==> config.mk <==
export PLATFORM = sky130hd
export DESIGN_NAME = smbios_entry_point_decoder
export DESIGN_NICKNAME = d
export VERILOG_FILES = /design/src/rtl/sepd_pkg.sv /design/src/rtl/sepd_capture.sv /design/src/rtl/sepd_decode.sv /design/src/rtl/smbios_entry_point_decoder.sv
export VERILOG_INCLUDE_DIRS = /design/src /design/src/rtl
export SDC_FILE = /design/constraint.sdc
export NUM_CORES = 1
export LEC_CHECK = 0
export ABC_AREA = 1
export BUFFER_PORTS_ARGS = -buffer_cell sky130_fd_sc_hd__buf_4
export CORE_AREA = 2 2 196 198
export DETAILED_ROUTE_END_ITERATION = 8
export DIE_AREA = 0 0 198 200
export PLACE_DENSITY = 0.68
export SLEW_MARGIN = 20
export SYNTH_ARGS = -nofsm -noshare
export SYNTH_HDL_FRONTEND = slang
export SYNTH_SLANG_ARGS = --single-unit
==> constraint.sdc <==
create_clock -name aclk -period 17.35 [get_ports aclk]
set_clock_uncertainty 0.1 [all_clocks]
set_input_delay 0 -clock aclk [delete_from_list [all_inputs] [get_ports aclk]]
set_output_delay 0 -clock aclk [all_outputs]
set_load 0.05 [all_outputs]
==> src/rtl/smbios_entry_point_decoder_defines.svh <==
// Assertion macros shared by the entry point decoder RTL.
// Included by files that carry concurrent checks; no other dependencies.
`ifndef SMBIOS_ENTRY_POINT_DECODER_DEFINES_SVH
`define SMBIOS_ENTRY_POINT_DECODER_DEFINES_SVH

`ifndef SYNTH
// Check sampled on the clock, masked while reset is asserted
`define SEPD_ASSERT(label, clk, rstn, prop, msg) \
    label: assert property (@(posedge clk) disable iff (!rstn) (prop)) else $error(msg);
// Check sampled on the clock, live during reset as well
`define SEPD_ASSERT_ALWAYS(label, clk, prop, msg) \
    label: assert property (@(posedge clk) (prop)) else $error(msg);
`else
`define SEPD_ASSERT(label, clk, rstn, prop, msg)
`define SEPD_ASSERT_ALWAYS(label, clk, prop, msg)
`endif

`endif

==> src/rtl/sepd_pkg.sv <==
// Package for the entry point decoder: constants, register indexes and types.
// No dependencies; used by every module of the block.
package sepd_pkg;

    localparam int STORE_DEPTH_DEF = 32;
    localparam int CNT_W           = $clog2(STORE_DEPTH_DEF + 2);

    // Entry point layout limits
    localparam int MIN_BYTES      = 7;
    localparam int LONG_LEN_MIN   = 24;
    localparam int SHORT_LEN_MIN  = 31;
    localparam int LEN_MAX        = 32;
    localparam int INTER_FIRST    = 16;
    localparam int INTER_END      = 31;
    localparam int LONG_MAJOR_MIN = 3;
    localparam int SHORT_MAJOR_MIN = 2;

    // Anchors, offset zero in the low byte
    localparam logic [39:0] ANCHOR_LONG  = 40'h5F_33_4D_53_5F; // "_SM3_"
    localparam logic [31:0] ANCHOR_SHORT = 32'h5F_4D_53_5F;    // "_SM_"
    localparam logic [39:0] ANCHOR_MID   = 40'h5F_49_4D_44_5F; // "_DMI_"

    // Configuration register indexes and reset values
    localparam int CFG_IDX_W = 1;
    localparam logic [CFG_IDX_W-1:0] REG_MAX_TABLE_BYTES = 1'd0;
    localparam logic [CFG_IDX_W-1:0] REG_MAX_STRUCTURES  = 1'd1;
    localparam logic [31:0] MAX_TABLE_BYTES_RST = 32'd1048576;
    localparam logic [15:0] MAX_STRUCTURES_RST  = 16'd1024;

    // Finished run handed from capture to decode
    typedef struct packed {
        logic             pending;
        logic [CNT_W-1:0] avail;
        logic [7:0]       entry_sum;
        logic [7:0]       inter_sum;
    } decide_req_t;

    // One decoded result
    typedef struct packed {
        logic        decode_ok;
        logic        long_form;
        logic [7:0]  version_major;
        logic [7:0]  version_minor;
        logic [31:0] table_length;
        logic [63:0] table_address;
        logic [15:0] structure_count;
    } result_t;

endpackage

==> src/rtl/sepd_capture.sv <==
// Byte capture: entry point store, byte count and running checksums.
// Depends on sepd_pkg; hands a finished run to sepd_decode.
module sepd_capture #(
    parameter int STORE_DEPTH = sepd_pkg::STORE_DEPTH_DEF
) (
    input  logic                  aclk,
    input  logic                  aresetn,
    input  logic                  in_accept,
    input  logic [7:0]            entry_byte,
    input  logic                  last_byte,
    input  logic                  advance,
    output logic [7:0]            store [STORE_DEPTH],
    output sepd_pkg::decide_req_t decide
);
    import sepd_pkg::*;

    localparam int IDX_W = $clog2(STORE_DEPTH);
    localparam logic [CNT_W-1:0] COUNT_SAT = CNT_W'(STORE_DEPTH + 1);

    logic [7:0]       store_reg [STORE_DEPTH];
    logic [CNT_W-1:0] count_reg, count_next;
    logic [7:0]       esum_reg, esum_next;
    logic [7:0]       isum_reg, isum_next;
    logic             pending_reg, pending_next;
    logic [CNT_W-1:0] avail_reg, avail_next;
    logic [7:0]       esum_snap_reg, esum_snap_next;
    logic [7:0]       isum_snap_reg, isum_snap_next;

    logic             in_store;
    logic [7:0]       stored_len;
    logic             add_entry, add_inter;
    logic [7:0]       esum_acc, isum_acc;
    logic [CNT_W-1:0] count_inc;

    // Declared length from the anchor already held in the store
    always_comb begin
        if ({store_reg[4], store_reg[3], store_reg[2], store_reg[1], store_reg[0]}
                == ANCHOR_LONG) begin
            stored_len = store_reg[6];
        end else if ({store_reg[3], store_reg[2], store_reg[1], store_reg[0]}
                == ANCHOR_SHORT) begin
            stored_len = store_reg[5];
        end else begin
            stored_len = 8'd0;
        end
    end

    // Per-byte sums and count
    always_comb begin
        in_store  = count_reg < CNT_W'(STORE_DEPTH);
        add_entry = in_store && ((count_reg < CNT_W'(MIN_BYTES))
                                 || (8'(count_reg) < stored_len));
        add_inter = in_store && (count_reg >= CNT_W'(INTER_FIRST))
                             && (count_reg < CNT_W'(INTER_END));
        esum_acc  = esum_reg + (add_entry ? entry_byte : 8'd0);
        isum_acc  = isum_reg + (add_inter ? entry_byte : 8'd0);
        count_inc = (count_reg == COUNT_SAT) ? count_reg : count_reg + CNT_W'(1);
    end

    // Next state of the run and of the finished-run snapshot
    always_comb begin
        count_next     = count_reg;
        esum_next      = esum_reg;
        isum_next      = isum_reg;
        avail_next     = avail_reg;
        esum_snap_next = esum_snap_reg;
        isum_snap_next = isum_snap_reg;
        pending_next   = advance ? 1'b0 : pending_reg;
        if (in_accept) begin
            if (last_byte) begin
                count_next     = '0;
                esum_next      = 8'd0;
                isum_next      = 8'd0;
                avail_next     = count_inc;
                esum_snap_next = esum_acc;
                isum_snap_next = isum_acc;
                pending_next   = 1'b1;
            end else begin
                count_next = count_inc;
                esum_next  = esum_acc;
                isum_next  = isum_acc;
            end
        end
    end

    always_ff @(posedge aclk) begin
        if (!aresetn) begin
            count_reg   <= '0;
            esum_reg    <= 8'd0;
            isum_reg    <= 8'd0;
            pending_reg <= 1'b0;
        end else begin
            count_reg   <= count_next;
            esum_reg    <= esum_next;
            isum_reg    <= isum_next;
            pending_reg <= pending_next;
        end
    end

    // Snapshot payload, no reset
    always_ff @(posedge aclk) begin
        avail_reg     <= avail_next;
        esum_snap_reg <= esum_snap_next;
        isum_snap_reg <= isum_snap_next;
    end

    // Byte store, first STORE_DEPTH bytes of a run
    always_ff @(posedge aclk) begin
        if (in_accept && in_store) begin
            store_reg[count_reg[IDX_W-1:0]] <= entry_byte;
        end
    end

    assign store            = store_reg;
    assign decide.pending   = pending_reg;
    assign decide.avail     = avail_reg;
    assign decide.entry_sum = esum_snap_reg;
    assign decide.inter_sum = isum_snap_reg;

endmodule

==> src/rtl/sepd_decode.sv <==
// Decode of a finished run: anchor, length, checksum, version and range checks.
// Depends on sepd_pkg; reads the store and snapshot from sepd_capture.
module sepd_decode #(
    parameter int STORE_DEPTH = sepd_pkg::STORE_DEPTH_DEF
) (
    input  logic [7:0]            store [STORE_DEPTH],
    input  sepd_pkg::decide_req_t decide,
    input  logic [31:0]           max_table_bytes,
    input  logic [15:0]           max_structures,
    output sepd_pkg::result_t     result
);
    import sepd_pkg::*;

    logic       enough;
    logic       is_long, is_short, mid_ok;
    logic [7:0] avail_b;
    logic       long_ok, short_ok;
    result_t    dec;

    always_comb begin
        avail_b  = 8'(decide.avail);
        enough   = decide.avail >= CNT_W'(MIN_BYTES);
        is_long  = {store[4], store[3], store[2], store[1], store[0]} == ANCHOR_LONG;
        is_short = {store[3], store[2], store[1], store[0]} == ANCHOR_SHORT;
        mid_ok   = {store[20], store[19], store[18], store[17], store[16]} == ANCHOR_MID;

        // Structural checks for each form
        long_ok  = enough && is_long
                   && (store[6] >= 8'(LONG_LEN_MIN)) && (store[6] <= 8'(LEN_MAX))
                   && (store[6] <= avail_b) && (decide.entry_sum == 8'd0)
                   && (store[7] >= 8'(LONG_MAJOR_MIN));
        short_ok = enough && !is_long && is_short
                   && (store[5] >= 8'(SHORT_LEN_MIN)) && (store[5] <= 8'(LEN_MAX))
                   && (store[5] <= avail_b) && (decide.entry_sum == 8'd0)
                   && mid_ok && (decide.inter_sum == 8'd0)
                   && (store[6] >= 8'(SHORT_MAJOR_MIN));
    end

    // Field extraction, zero on structural failure
    always_comb begin
        dec = '0;
        if (long_ok) begin
            dec.long_form     = 1'b1;
            dec.version_major = store[7];
            dec.version_minor = store[8];
            dec.table_length  = {store[15], store[14], store[13], store[12]};
            dec.table_address = {store[23], store[22], store[21], store[20],
                                 store[19], store[18], store[17], store[16]};
        end else if (short_ok) begin
            dec.version_major   = store[6];
            dec.version_minor   = store[7];
            dec.table_length    = {16'd0, store[23], store[22]};
            dec.table_address   = {32'd0, store[27], store[26], store[25], store[24]};
            dec.structure_count = {store[29], store[28]};
        end
        // Range limits clear ok only
        dec.decode_ok = (long_ok || short_ok)
                        && (dec.table_address != 64'd0)
                        && (dec.table_length != 32'd0)
                        && (dec.table_length <= max_table_bytes)
                        && ((dec.structure_count == 16'd0)
                            || (dec.structure_count <= max_structures));
    end

    assign result = dec;

endmodule

==> src/rtl/smbios_entry_point_decoder.sv <==
// Top level of the entry point decoder: ports, configuration and result register.
// Depends on sepd_pkg, sepd_capture, sepd_decode and the assertion macro header.
//
//  channel  | dir | handshake         | payload
//  ---------+-----+-------------------+----------------------------------------
//  s_       | in  | s_tvalid/s_tready | s_tdata entry byte, s_tlast final byte
//  m_       | out | m_tvalid/m_tready | m_tdata decoded fields, m_tuser flags
//  cfg_     | in  | cfg_wr_en         | cfg_index, cfg_wdata
//
// One byte is taken per cycle while s_tready is high. A final byte is registered into
// the pending snapshot and decoded from it; its result lands in the output register
// once that register is free, and m_tvalid rises with it.
// While a result waits in the output register the next run keeps streaming in;
// input stalls only when a decoded run and the output register are both held.
// Reset (aresetn low, synchronous) empties the pipeline and restores limits.
`include "smbios_entry_point_decoder_defines.svh"

module smbios_entry_point_decoder #(
    parameter int STORE_DEPTH = sepd_pkg::STORE_DEPTH_DEF
) (
    input  logic                           aclk,
    input  logic                           aresetn,
    input  logic                           s_tvalid,
    output logic                           s_tready,
    input  logic [7:0]                     s_tdata,   // [7:0] entry_byte
    input  logic                           s_tlast,   // last_byte
    output logic                           m_tvalid,
    input  logic                           m_tready,
    // [7:0] version_major, [15:8] version_minor, [47:16] table_length,
    // [111:48] table_address, [127:112] structure_count
    output logic [127:0]                   m_tdata,
    output logic [1:0]                     m_tuser,   // [0] decode_ok, [1] long_form
    input  logic                           cfg_wr_en,
    input  logic [sepd_pkg::CFG_IDX_W-1:0] cfg_index,
    input  logic [31:0]                    cfg_wdata
);
    import sepd_pkg::*;

    logic [7:0]  store [STORE_DEPTH];
    decide_req_t decide;
    result_t     result;

    logic        in_accept, out_ready, advance;
    logic        m_tvalid_reg, m_tvalid_next;
    result_t     out_reg;
    logic [31:0] max_table_bytes_reg, max_table_bytes_next;
    logic [15:0] max_structures_reg, max_structures_next;

    // Handshake control
    assign out_ready = !m_tvalid_reg || m_tready;
    assign advance   = decide.pending && out_ready;
    assign s_tready  = !decide.pending || out_ready;
    assign in_accept = s_tvalid && s_tready;

    sepd_capture #(.STORE_DEPTH(STORE_DEPTH)) u_capture (
        .aclk       (aclk),
        .aresetn    (aresetn),
        .in_accept  (in_accept),
        .entry_byte (s_tdata),
        .last_byte  (s_tlast),
        .advance    (advance),
        .store      (store),
        .decide     (decide)
    );

    sepd_decode #(.STORE_DEPTH(STORE_DEPTH)) u_decode (
        .store           (store),
        .decide          (decide),
        .max_table_bytes (max_table_bytes_reg),
        .max_structures  (max_structures_reg),
        .result          (result)
    );

    // Configuration writes
    always_comb begin
        max_table_bytes_next = max_table_bytes_reg;
        max_structures_next  = max_structures_reg;
        if (cfg_wr_en) begin
            case (cfg_index)
                REG_MAX_TABLE_BYTES: max_table_bytes_next = cfg_wdata;
                REG_MAX_STRUCTURES:  max_structures_next  = cfg_wdata[15:0];
                default: ;
            endcase
        end
    end

    // Output valid
    always_comb begin
        if (advance) begin
            m_tvalid_next = 1'b1;
        end else if (m_tready) begin
            m_tvalid_next = 1'b0;
        end else begin
            m_tvalid_next = m_tvalid_reg;
        end
    end

    always_ff @(posedge aclk) begin
        if (!aresetn) begin
            m_tvalid_reg        <= 1'b0;
            max_table_bytes_reg <= MAX_TABLE_BYTES_RST;
            max_structures_reg  <= MAX_STRUCTURES_RST;
        end else begin
            m_tvalid_reg        <= m_tvalid_next;
            max_table_bytes_reg <= max_table_bytes_next;
            max_structures_reg  <= max_structures_next;
        end
    end

    // Result payload
    always_ff @(posedge aclk) begin
        if (advance) begin
            out_reg <= result;
        end
    end

    assign m_tvalid = m_tvalid_reg;
    assign m_tuser  = {out_reg.long_form, out_reg.decode_ok};
    assign m_tdata  = {out_reg.structure_count, out_reg.table_address,
                       out_reg.table_length, out_reg.version_minor,
                       out_reg.version_major};

    // Checks
    `SEPD_ASSERT(a_last_makes_pending, aclk, aresetn, in_accept && s_tlast |=> decide.pending, "final byte did not start a decode")
    `SEPD_ASSERT(a_valid_from_advance, aclk, aresetn, $rose(m_tvalid) |-> $past(advance), "result appeared without a decode")
    `SEPD_ASSERT(a_ok_limits, aclk, aresetn, m_tvalid && m_tuser[0] |-> (out_reg.table_address != 64'd0) && (out_reg.table_length != 32'd0), "ok result with empty table")
    `SEPD_ASSERT(a_long_no_count, aclk, aresetn, m_tvalid && m_tuser[1] |-> out_reg.structure_count == 16'd0, "64-bit form with structure count")
    `SEPD_ASSERT_ALWAYS(a_reset_idle, aclk, !aresetn |=> !m_tvalid && !decide.pending, "reset left work in flight")

endmodule
Yosys cells after proc, flatten, opt, wreduce, memory -nomap -nowiden
Index checks and enable logic that the tools add are counted.
{ "totals": {"regBits": 480, "word_cells": 139} }
{ "classes": {"n_mux": 20, "n_eq_ne": 4, "add_sub_neg": 3, "bitwise": 2, "magnitude_cmp": 18, "reduce_logical": 43} }
{ "op_table": {"columns": ["cell", "n"], "rows": [
  ["bitwise mux 256 bit", 1],
  ["two-way mux 128 bit", 1],
  ["two-way mux 112 bit", 1],
  ["equality test 40 x 39 -> 1 bit, second input constant", 2],
  ["nonzero test 64 bit", 1],
  ["two-way mux 8 bit", 7],
  ["demux 8 bit (select 5 bit)", 1],
  ["equality test 32 x 31 -> 1 bit, second input constant", 1],
  ["<= comparator 32 bit", 1],
  ["nonzero test 32 bit", 1],
  ["logical AND 1 bit", 26],
  ["adder 8 bit", 2],
  ["greater-or-equal comparator 8 x 2 -> 1 bit, second input constant", 2],
  ["greater-or-equal comparator 8 x 5 -> 1 bit, second input constant", 2],
  ["<= comparator 16 bit", 1],
  ["<= comparator 8 x 6 -> 1 bit", 2],
  ["<= comparator 8 x 6 -> 1 bit, second input constant", 2],
  ["logical NOT 16 bit", 1],
  ["logical NOT 8 bit", 2],
  ["two-way mux 16 bit", 1],
  ["two-way mux 6 bit", 2],
  ["< comparator 6 x 8 -> 1 bit", 1],
  ["adder 6 x 1 -> 6 bit, second input constant", 1],
  ["equality test 6 bit, second input constant", 1],
  ["other kinds (14)", 27]
]} }

Longest topological paths before layout
{ "logic_depth": {"ltp_word": 18, "mapped_depth": 32, "depth_no_buf": 32} }

By module
A second synthesis with hierarchy kept.
{ "unflattened": {"hier_cells": 1892, "area_unflattened_um2": 20596.0} }
{ "modules_own_cells": {"columns": ["mod", "cells_per_inst", "instances", "area_each_um2"], "rows": [
  ["sepd_capture", 664, 1, 10660.2],
  ["smbios_entry_point_decoder", 415, 1, 5881.9],
  ["sepd_decode", 813, 1, 4053.9]
]} }

Worst setup path after synthesis
Ideal clock, no wire load.
{ "synth_path": {"kind": "reg-to-reg", "from": "register m_tvalid_reg, in the netlist m_tvalid", "to": "register out_reg, in the netlist m_tdata[0], enable pin", "setup_slack_ns": 9.730, "required_time_ns": 16.589, "arrival_ns": 6.859, "stages_incl_launch_ff": 2, "n_path_buf": 0, "period_less_slack_ns": 7.620, "cell_sequence": "dfxtp_1 a21oi_1"} }
{ "synth_via": {"elab_chain_len": 3} }
{ "synth_lines": {"columns": ["item", "line_no", "source"], "rows": [
  ["from (decl)", "smbios_entry_point_decoder.sv:44", "logic m_tvalid_reg, m_tvalid_next;"],
  ["from (signal assigned)", "smbios_entry_point_decoder.sv:104", "m_tvalid_reg <= m_tvalid_next;"],
  ["logical NOT 1 bit", "smbios_entry_point_decoder.sv:50", "assign out_ready = !m_tvalid_reg || m_tready;"],
  ["logical OR 1 bit", "smbios_entry_point_decoder.sv:50", null],
  ["logical AND 1 bit", "smbios_entry_point_decoder.sv:51", "assign advance = decide.pending && out_ready;"],
  ["named net advance", "smbios_entry_point_decoder.sv:43", "logic in_accept, out_ready, advance;"],
  ["to (signal assigned)", "smbios_entry_point_decoder.sv:113", "out_reg <= result;"],
  ["to (decl)", "smbios_entry_point_decoder.sv:45", "result_t out_reg;"]
]} }
The timed path passes the listed nets, and every way through them passes these cells.
A chain may end at the register's enable or synchronous reset.

==> impl_results.md <==
* Total congestion overflow at 0
* Final slew viol count at 0
* Drt initial violations at 885
* Unrepaired setup endpoints after global routing: false
* Commonest non-fill, non-tap cell in the layout: edfxtp_1
* Synth Net Count at 1769
* Pin count of the biggest net entering global routing at 90
* Peak VDD IR at 0.0650 mV
* Area occupied by multi-input gates at 4960 um^2
* Via/cell ratio at 5.15
* Ys flop type: edfxtp_1
* Sequential area share after synthesis at 67.6%
* Gpl congestion at 0.854
* Worst slew pin tran at 947 ps
* Maximum root-to-sink buffer count at 3
* Top cell family by delay on the critical path: simple AND/OR/NAND/NOR gates
* CP startpoint kind: flop
* FFs w/ async S/R, synth at 0%
* CP endpoint kind: flop
* Worst hold path class: in -> reg
* Die height at 200 um
* CP Max Fanout at 63
* Worst-skew pair later-pin latency at 560 ps
* Crit path required time at 17570 ps
* Max FFs per register at 216
* Syn Inst Count at 1637
* Final setup fails at 0
* Sink Count at 440
* Static Leakage at 0.00921 uW
* MaxCap Viol Count at 0
* # DRC at 0
* Reg-to-Reg End: m_tuser[0]$_DFFE_PP_
* Status: finished, final reports clean
* CTS tree: yes
* 1st-pass router iterations at 6
* Total core area at 37400 um^2
* Layout area overhead at 21.0%
* EDFF count, synth at 368
* Yosys cell types at 49
* Reg clk slew, reported paths at 60 ps
* FF/Latch Area at 12500 um^2
* Most frequent cells in the layout: edfxtp_1 (368), nand2_1 (270), inv_1 (218), nor2_1 (211), buf_4 (184)
* R2R depth at 22
* Synth Cell Area at 18500 um^2
* Antenna diodes at 0
* Most used cell, CP: nand2_1
* WP depth at 22
* CP max stage cell: clkinv_2
* Pre-CTS WS at 12780 ps
* Max Freq at 221 MHz
* Vias in the first global route at 12300
* CP cell instances: ha_1, nand2_1, o21ai_0, a21oi_1, nand2_1, o21ai_0, nand2_2, clkinv_2, nand2_1, o21ai_0, ha_1, nand2_1, nor2_1, nand4_1, a31oi_1, o21ai_0, nand2_1, nand2_1, o21ai_0, a21oi_1, nand2_1, nor2_2
* Worst r2r src: u_capture.store[203]$_DFFE_PP_
* HPWL Detailed at 28.7 mm
* Slowest stage delay, CP at 680 ps
* Synth Warn # at 0
* Die ar. at 39600 um^2
* Final period util at 26.1%
* Final Util at 59.8%
* Fin nets at 2017
* Setup CP Type: reg -> reg
* Per-cell routed wire length at 18.1 um
* Worst setup slack after layout at 12830 ps
* IO Pins at 179
* Crit path from: u_capture.store[203]$_DFFE_PP_
* Share of cells above drive strength 1 at 14.2%
* Reg2reg setup slack at 12830 ps
* Die W at 198 um
* Via Count at 12500
* Cts bufs inserted at 45
* IO buf count at 178
* Mean area per synthesized cell at 11.3 um^2
* Max-slew headroom at 36.8%
* Final Critical Period at 4520 ps
* Final hold violations at 0
* Crit path buffers/inverters at 1
* Initial antenna violation count at 0
* Final ANT Viol Nets at 0
* Setup TNS at 0 ps
* #FFs+latches synth at 440
* CP endpoint: m_tuser[0]$_DFFE_PP_
* Post-CTS Resized at 0
* # H-tree levels at 2
* Root Driver: clkbuf_16
* Power Density at 100 nW/um^2
* Core Rows at 71
* Total Routing Usage GR at 22.4%
* Filler cells at 3009
* Hold_ws at 64.5 ps
* WP data arrival at 4740 ps
* First-pass GRT wire length at 66.9 mm
* Initial Util at 49.4%
* Routed WL at 44.0 mm
-- cell type report --
| type | instances | area share (%) |
|---|---|---|
| repair buffers | 244 | 8.87 |
| well taps | 511 | 2.86 |
| flip-flops and latches | 440 | 55.9 |
| inverters | 222 | 3.74 |
| multi-input cells | 932 | 22.2 |
| clock inverters | 19 | 1.01 |
| clock buffers | 65 | 5.46 |
-- Yosys cell counts (10+ instances only) --
master | n | area [um^2]
edfxtp_1 | 368 | 11100
nand2_1 | 271 | 1020
inv_1 | 218 | 818
nor2_1 | 212 | 796
o21ai_0 | 113 | 566
a21oi_1 | 102 | 510
ha_1 | 83 | 1040
dfxtp_1 | 72 | 1440
nand3_1 | 37 | 185
clkbuf_1 | 31 | 116
nand4_1 | 19 | 119
o21ai_1 | 10 | 50.1
xor2_1 | 10 | 87.6
-- worst reg2reg max path, cell delays in order, from the launching register on --
cell and delay (ps):
edfxtp_1 490, ha_1 380, nand2_1 60, o21ai_0 170, a21oi_1 90, nand2_1 50
o21ai_0 90, nand2_2 90, clkinv_2 680, nand2_1 260, o21ai_0 260, ha_1 390
nand2_1 70, nor2_1 150, nand4_1 170, a31oi_1 200, o21ai_0 100, nand2_1 110
nand2_1 60, o21ai_0 80, a21oi_1 100, nand2_1 90, nor2_2 40
-- stage by stage --
stage | cells | area [um^2] | power (uW)
floorplan | 1637 | 18500 | 1250
global placement | 2290 | 20300 | 1300
detailed placement | 2290 | 20300 | 1300
CTS | 2433 | 22400 | 2250
global route | 2433 | 22400 | 2300
finish | 2433 | 22400 | 2240
-- kinds of logic after synthesis --
| logic type | Yosys count | synth area share (%) |
|---|---|---|
| buf+inv | 265 | 5.64 |
| xor+xnor | 15 | 0.711 |
| flops | 440 | 67.6 |
| simple gates | 575 | 12.8 |
| fa+ha+maj | 85 | 5.84 |
| compound gates | 257 | 7.39 |
-- worst min-delay path by stage --
stage                     cells past startpoint     startpoint                                    to
final                                         4      cfg_index  max_table_bytes_reg[26]$_SDFFE_PN0P_
after global routing                          4      cfg_index  max_table_bytes_reg[28]$_SDFFE_PN0P_
after detailed placement                      3  cfg_wdata[20]  max_table_bytes_reg[20]$_SDFFE_PN1P_
after CTS                                     4      cfg_index  max_table_bytes_reg[26]$_SDFFE_PN0P_
after floorplan                               0     s_tdata[4]        u_capture.store[100]$_DFFE_PP_
after global placement                        3  cfg_wdata[20]  max_table_bytes_reg[20]$_SDFFE_PN1P_
-- layer usage --
metal,up-vias,share of wire [%],track usage (%)
met1,6004,42,29.1
met2,387,49,38.8
met3,82,6.0,3.61
li1,6062,-,-
met5,-,0,0
met4,0,2.6,6.79
-- where the power goes --
group          internal, uW  switching (uW)  leakage, uW
clock                   553             398     0.000703
sequential             1160            6.63      0.00406
combinational          40.0            79.7      0.00445
total                  1750             484      0.00921
-- timing repair --
action | 4_1_cts | 5_1_grt
endpoints found under the hold margin | 304 | 0
hold buffers | 59 | 0
setup endpoints to repair | 0 | 0
buffers inserted | 0 | 0
Note: power is estimated with default switching activity, not from simulation.
